--- src/rtl/core/dqs_pkg.sv ---
// shared types and field widths of the double-ended queue with search
`default_nettype none

package dqs_pkg;

  localparam int OP_W        = 3;
  localparam int WORD_W      = 32;
  localparam int STATUS_W    = 2;
  localparam int COUNT_W     = 7;
  localparam int IN_TDATA_W  = 32;
  localparam int OUT_TDATA_W = 48;
  localparam int OUT_PAD_W   = OUT_TDATA_W - (STATUS_W + 1 + WORD_W + COUNT_W);

  typedef enum logic [OP_W-1:0] {
    OP_PUSH_FRONT = 3'd0,
    OP_PUSH_BACK  = 3'd1,
    OP_POP_FRONT  = 3'd2,
    OP_POP_BACK   = 3'd3,
    OP_SEARCH     = 3'd4,
    OP_QUERY      = 3'd5
  } op_t;

  typedef enum logic [STATUS_W-1:0] {
    ST_OK    = 2'd0,
    ST_EMPTY = 2'd1,
    ST_FULL  = 2'd2
  } status_t;

endpackage

`default_nettype wire

--- src/rtl/core/double_ended_queue_with_search.sv ---
// top level: bounded double-ended queue of signed words with linear search
`default_nettype none

// Bounded double-ended queue of DEPTH signed 32-bit words, kept as a ring in
// one memory with a front index and a word count. Each input word carries an
// operation in tuser (push front, push back, pop front, pop back, search,
// query; codes 6 and 7 act as a query) and a data word in tdata, and yields
// exactly one result word: status, search hit flag, popped word and the count
// after the operation (the count is reported modulo 128). A push, a query or
// a failed push/pop goes from idle straight to the done state; a pop passes
// through a read-wait state first. A search reads one stored entry per cycle
// through the memory's single read port, from the front, and stops at the
// first hit. One operation is processed at a time; the result sits in an
// output register so the next word is taken while it waits.

module double_ended_queue_with_search
  import dqs_pkg::*;
#(
  parameter int DEPTH = 64
) (
  input  wire logic                   clk,
  input  wire logic                   rst,
  input  wire logic                   s_axis_tvalid,
  output logic                        s_axis_tready,
  input  wire logic [IN_TDATA_W-1:0]  s_axis_tdata,  // [31:0] value_in
  input  wire logic [OP_W-1:0]        s_axis_tuser,  // [2:0] operation
  output logic                        m_axis_tvalid,
  input  wire logic                   m_axis_tready,
  output logic [OUT_TDATA_W-1:0]      m_axis_tdata   // [1:0] status, [2] found,
                                                     // [34:3] value_out,
                                                     // [41:35] entry_count
);

  localparam int IDX_W = $clog2(DEPTH);
  localparam int CNT_W = $clog2(DEPTH + 1);
  localparam int SUM_W = CNT_W + 1;
  localparam logic [IDX_W-1:0] IDX_LAST = IDX_W'(DEPTH - 1);
  localparam logic [CNT_W-1:0] CNT_FULL = CNT_W'(DEPTH);
  localparam logic [SUM_W-1:0] SUM_DEPTH = SUM_W'(DEPTH);

  typedef enum logic [1:0] {
    S_IDLE,
    S_POPW,
    S_SCAN,
    S_DONE
  } state_t;

  state_t                   state;
  logic [IDX_W-1:0]         front;
  logic [CNT_W-1:0]         count;
  logic                     pop_front_sel;
  logic signed [WORD_W-1:0] key;
  logic [IDX_W-1:0]         scan_ptr;
  logic [CNT_W-1:0]         scan_left;
  logic                     cmp_valid;
  status_t                  res_status;
  logic                     res_found;
  logic signed [WORD_W-1:0] res_value;

  logic                     accept;
  op_t                      in_op;
  logic signed [WORD_W-1:0] in_word;
  logic                     is_full;
  logic                     is_empty;
  logic                     out_free;
  logic [IDX_W-1:0]         front_dec;
  logic [IDX_W-1:0]         front_inc;
  logic [IDX_W-1:0]         back_pos;
  logic [IDX_W-1:0]         last_pos;
  logic [SUM_W-1:0]         back_sum;
  logic [SUM_W-1:0]         last_sum;

  logic                     ram_we;
  logic [IDX_W-1:0]         ram_waddr;
  logic                     ram_re;
  logic [IDX_W-1:0]         ram_raddr;
  logic signed [WORD_W-1:0] ram_rdata;

  function automatic logic [IDX_W-1:0] ring_inc(input logic [IDX_W-1:0] idx);
    ring_inc = (idx == IDX_LAST) ? '0 : idx + 1'b1;
  endfunction

  assign s_axis_tready = (state == S_IDLE);
  assign accept        = s_axis_tvalid && s_axis_tready;
  assign in_op         = op_t'(s_axis_tuser);
  assign in_word       = s_axis_tdata[WORD_W-1:0];
  assign is_full       = (count == CNT_FULL);
  assign is_empty      = (count == '0);
  assign out_free      = !m_axis_tvalid || m_axis_tready;

  // ring positions: sums stay below twice the depth, so one subtract wraps
  always_comb begin
    front_dec = (front == '0) ? IDX_LAST : front - 1'b1;
    front_inc = ring_inc(front);
    back_sum  = SUM_W'(front) + SUM_W'(count);
    last_sum  = back_sum - 1'b1;
    back_pos  = (back_sum >= SUM_DEPTH) ? IDX_W'(back_sum - SUM_DEPTH) : IDX_W'(back_sum);
    last_pos  = (last_sum >= SUM_DEPTH) ? IDX_W'(last_sum - SUM_DEPTH) : IDX_W'(last_sum);
  end

  always_comb begin
    ram_we    = accept && !is_full &&
                (in_op == OP_PUSH_FRONT || in_op == OP_PUSH_BACK);
    ram_waddr = (in_op == OP_PUSH_FRONT) ? front_dec : back_pos;
    ram_re    = (accept && !is_empty &&
                 (in_op == OP_POP_FRONT || in_op == OP_POP_BACK)) ||
                (state == S_SCAN && scan_left != '0);
    if (state == S_SCAN) begin
      ram_raddr = scan_ptr;
    end else if (in_op == OP_POP_FRONT) begin
      ram_raddr = front;
    end else begin
      ram_raddr = last_pos;
    end
  end

  dqs_ram #(
    .DEPTH (DEPTH),
    .IDX_W (IDX_W)
  ) u_ram (
    .clk   (clk),
    .we    (ram_we),
    .waddr (ram_waddr),
    .wdata (in_word),
    .re    (ram_re),
    .raddr (ram_raddr),
    .rdata (ram_rdata)
  );

  always_ff @(posedge clk) begin
    if (rst) begin
      state         <= S_IDLE;
      front         <= '0;
      count         <= '0;
      cmp_valid     <= 1'b0;
      m_axis_tvalid <= 1'b0;
    end else begin
      // in the done state a new word replaces the one leaving
      if (m_axis_tvalid && m_axis_tready && state != S_DONE) begin
        m_axis_tvalid <= 1'b0;
      end
      unique case (state)
        S_IDLE: begin
          if (accept) begin
            key           <= in_word;
            pop_front_sel <= (in_op == OP_POP_FRONT);
            res_status    <= ST_OK;
            res_found     <= 1'b0;
            res_value     <= '0;
            state         <= S_DONE;
            unique case (in_op)
              OP_PUSH_FRONT: begin
                if (is_full) begin
                  res_status <= ST_FULL;
                end else begin
                  front <= front_dec;
                  count <= count + 1'b1;
                end
              end
              OP_PUSH_BACK: begin
                if (is_full) begin
                  res_status <= ST_FULL;
                end else begin
                  count <= count + 1'b1;
                end
              end
              OP_POP_FRONT, OP_POP_BACK: begin
                if (is_empty) begin
                  res_status <= ST_EMPTY;
                end else begin
                  state <= S_POPW;
                end
              end
              OP_SEARCH: begin
                if (!is_empty) begin
                  scan_ptr  <= front;
                  scan_left <= count;
                  cmp_valid <= 1'b0;
                  state     <= S_SCAN;
                end
              end
              default: begin
              end
            endcase
          end
        end
        S_POPW: begin
          res_value <= ram_rdata;
          count     <= count - 1'b1;
          if (pop_front_sel) begin
            front <= front_inc;
          end
          state <= S_DONE;
        end
        S_SCAN: begin
          // each read is compared in the cycle after it is issued, from the read register
          if (scan_left != '0) begin
            scan_ptr  <= ring_inc(scan_ptr);
            scan_left <= scan_left - 1'b1;
          end
          cmp_valid <= (scan_left != '0);
          if (cmp_valid && ram_rdata == key) begin
            res_found <= 1'b1;
            state     <= S_DONE;
          end else if (!cmp_valid && scan_left == '0) begin
            state <= S_DONE;
          end
        end
        S_DONE: begin
          if (out_free) begin
            m_axis_tvalid <= 1'b1;
            m_axis_tdata  <= {{OUT_PAD_W{1'b0}}, COUNT_W'(count), res_value,
                              res_found, res_status};
            state         <= S_IDLE;
          end
        end
        default: begin
          state <= S_IDLE;
        end
      endcase
    end
  end

endmodule

`default_nettype wire

--- src/rtl/core/dqs_ram.sv ---
// single-port-write, single-port-read word store with registered read data
`default_nettype none

module dqs_ram
  import dqs_pkg::*;
#(
  parameter int DEPTH = 64,
  parameter int IDX_W = 6
) (
  input  wire logic                     clk,
  input  wire logic                     we,
  input  wire logic [IDX_W-1:0]         waddr,
  input  wire logic signed [WORD_W-1:0] wdata,
  input  wire logic                     re,
  input  wire logic [IDX_W-1:0]         raddr,
  output logic signed [WORD_W-1:0]      rdata
);

  logic signed [WORD_W-1:0] mem [DEPTH];

  always_ff @(posedge clk) begin
    if (we) begin
      mem[waddr] <= wdata;
    end
  end

  // read data holds until the next read
  always_ff @(posedge clk) begin
    if (re) begin
      rdata <= mem[raddr];
    end
  end

endmodule

`default_nettype wire
--- config.mk ---
export PLATFORM = sky130hd
export DESIGN_NAME = double_ended_queue_with_search
export DESIGN_NICKNAME = d
export VERILOG_FILES = /design/src/rtl/core/dqs_pkg.sv /design/src/rtl/core/double_ended_queue_with_search.sv /design/src/rtl/core/dqs_ram.sv
export SDC_FILE = /design/constraint.sdc
export NUM_CORES = 2
export LEC_CHECK = 0
export BUFFER_PORTS_ARGS = -buffer_cell sky130_fd_sc_hd__buf_2
export CORE_MARGIN = 2
export CORE_UTILIZATION = 55
export CTS_CLUSTER_DIAMETER = 60
export DETAILED_ROUTE_END_ITERATION = 16
export PLACE_DENSITY_LB_ADDON = 0.15
export SYNTH_ARGS = -nofsm -noshare
export SYNTH_HDL_FRONTEND = slang
export SYNTH_SLANG_ARGS = --single-unit
--- constraint.sdc ---
create_clock -name clk -period 6.98 [get_ports clk]
set_input_delay 1.396 -clock clk [delete_from_list [all_inputs] [get_ports clk]]
set_output_delay 1.396 -clock clk [all_outputs]
set_load 0.02 [all_outputs]
==> metrics <==
Startpoint Class flip-flop; Synth Area in Adders 0.00315; full die area ~0.18 mm^2; multi-input logic area between 0.02 and 0.03 mm^2; Tightest Pin Transition roughly 1.3 ns; arrival time at the worst endpoint approximately 6.5 ns; post-CTS sizing 0; core footprint between 0.15 and 0.2 mm^2; worst skew pair latency roughly 0.9 ns; register bit total from synthesis around 2200; initial core utilization 0.553; DR pass1 iterations 8; Cells after Synth approximately 6500; root buffer cell clkbuf_16; EDFF count, synth between 2000 and 2500; CTS clk-pin slew, worst paths 0.06 ns; compound-cell area share of the yosys netlist 0.199; Die H 422 um; clk buf depth 3; utilization after layout 0.611; DR iter-0 viols ~10000; Post-DRT Antenna Nets 0; Yosys top cell by area edfxtp_1; sequential cell area 0.0665 mm^2; largest family of logic cells by synthesized area compound AO/OA/AOI/OAI gates; RSZ-0062 raised after global routing no; initial antenna violation count 11; Req. time, crit path 7.73 ns; Post-synth top flop edfxtp_1; WP buf/inv 3; post-synthesis simple-gate area fraction 0.0121; GRT Resource Usage Total 0.321; Max Cap Viol 0; Hold Worst Slack about 0.42 ns; critical path fanouts, max 52; Area after DPL between 0.09 and 0.1 mm^2; Setup-failing EPs final 0; slowest CP cell mux2i_1; clock skew around 0.032 ns; Tmin final ~5.7 ns; Seq/Total Area, Yosys 0.691; top-count cell post-synth edfxtp_1; Slew Limit Fails 0; row count ~150; vias in the first global route between 60000 and 70000; CP cell instances ha_1, fa_1, inv_1, ha_1, a211o_4, buf_12, buf_4, a311oi_1, a22o_1, mux2i_1, mux2i_1, mux2i_1, mux2_2; cell mode on critical path mux2i_1; H-tree levels 4; count of different cell masters after synthesis between 50 and 60; layout cells sized above 1 0.121; CTS tree built; clock sinks 2220; Num CTS Buffers approximately 220; via count 63728; post-layout net count 6365; Placer Congestion about 0.84; Area contributors post-synth edfxtp_1, o21ai_0, mux2i_1; drt wl/cell about 33 um; CTS hold repair buffers 0; CP peak stage delay around 0.93 ns; CP endpoint kind flip-flop; ys async rst share 0; WS Path Type reg -> reg; fillcell total 12895; DR vias/cell roughly 7.2; Ports 89; Layout Cell Area excl Fill 0.106 mm^2; mean post-synth cell area ~15 um^2; Post-Route Setup TNS 0 ns; Total Wirelength ~300000 um; Ys Warns 0; top post-synthesis cells by count edfxtp_1, o21ai_0, clkbuf_1; PortBufs a little over 80; Relative slew margins 0.112; global route overflow 0; dpl hpwl roughly 150000 um; largest net degree at the start of global routing between 150 and 200; top cell type's share of synthesized area 0.688; xor and xnor area share after synthesis 0.00535; Mapped Area ~0.096 mm^2; first-pass GRT wire length 423000 um; FMAX 174 MHz; Crit path max-delay family multiplexers; post-synthesis mux area share 0.0515; Area growth, synth to finish 10.4%; DRC 0; Fin. Hold Viols 0; Final period util 0.823; status finished, final reports clean; Post-CTS Setup Bufs 0; HP Class reg -> reg; Die W 422 um
[cell type report]
type,instances,area share
diodes,5,0.000118
clock buffers,284,0.0555
clock inverters,123,0.00792
inverters,18,0.000636
multi-input cells,3471,0.251
flip-flops and latches,2220,0.626
well taps,2325,0.0274
repair buffers,371,0.0309
[cells by family (layout without fill, tap and decap cells)]
family                   Yosys count  after routing
adder cells (fa/ha/maj)           23             23
flip-flops                      2220           2220
other                              1             11
buffers and inverters            781            796
AND/OR/NAND/NOR                  249            249
multiplexers                     491            491
AO/OA/AOI/OAI                   2645           2645
XOR/XNOR                          57             57
[layer usage]
metal,global-route usage,part of all wire,up-vias
li1,-,-,26742
met1,0.468,0.40,32596
met2,0.482,0.45,3918
met3,0.0609,0.11,470
met4,0.123,0.038,2
met5,0,0.000058,-
[sequential cells by signal, indices dropped and copies added, names as in the netlist]
signal         flops
m_axis_tvalid      1
res_found          1
key               32
front              6
u_ram.mem       2048
pop_front_sel      1
res_status         2
state              2
res_value         32
u_ram.rdata       32
m_axis_tdata      42
count              7
scan_left          7
scan_ptr           6
cmp_valid          1
[worst paths after layout]
check / end / slack, ns / cells past startpoint / start
worst min register to register: m_axis_tdata[32]$_DFFE_PP_ / 0.42 / 0 / res_value[29]$_SDFFCE_PN0P_
worst max-delay path: u_ram.rdata[17]$_DFFE_PP_ / 1.23 / 13 / front[0]$_SDFFE_PP0P_
worst min-delay path: m_axis_tdata[32]$_DFFE_PP_ / 0.42 / 0 / res_value[29]$_SDFFCE_PN0P_
worst max register to register: u_ram.rdata[17]$_DFFE_PP_ / 1.23 / 13 / front[0]$_SDFFE_PP0P_
[metrics by stage]
step / cells / worst slack, ns
6_report: 8817 / 1.23
5_1_grt: 8814 / 1.22
4_1_cts: 8812 / 1.36
3_5_place_dp: 8405 / 0.744
3_3_place_gp: 8405 / 0.758
2_1_floorplan: 6472 / 1.74
[cells in the final DEF, fill, tap and decap left out, drive strengths merged, types with 7 or more instances in the layout]
cell and instances:
nand4 7, o21ai 1043, dfxtp 17, clkbuf 284, mux2i 457, edfxtp 2203, clkinv 105, mux2 34
nand2 37, ha 21, a22o 512, a311oi 514, xor2 14, a21o 7, nor3 9, a32oi 512
nor2 115, nand3 17, and2 36, xnor2 42, a21oi 29, buf 371, inv 28
Power is left out: the tool's default activity adds up to more than one toggle a clock period on the data nets, which glitch-free logic cannot reach.
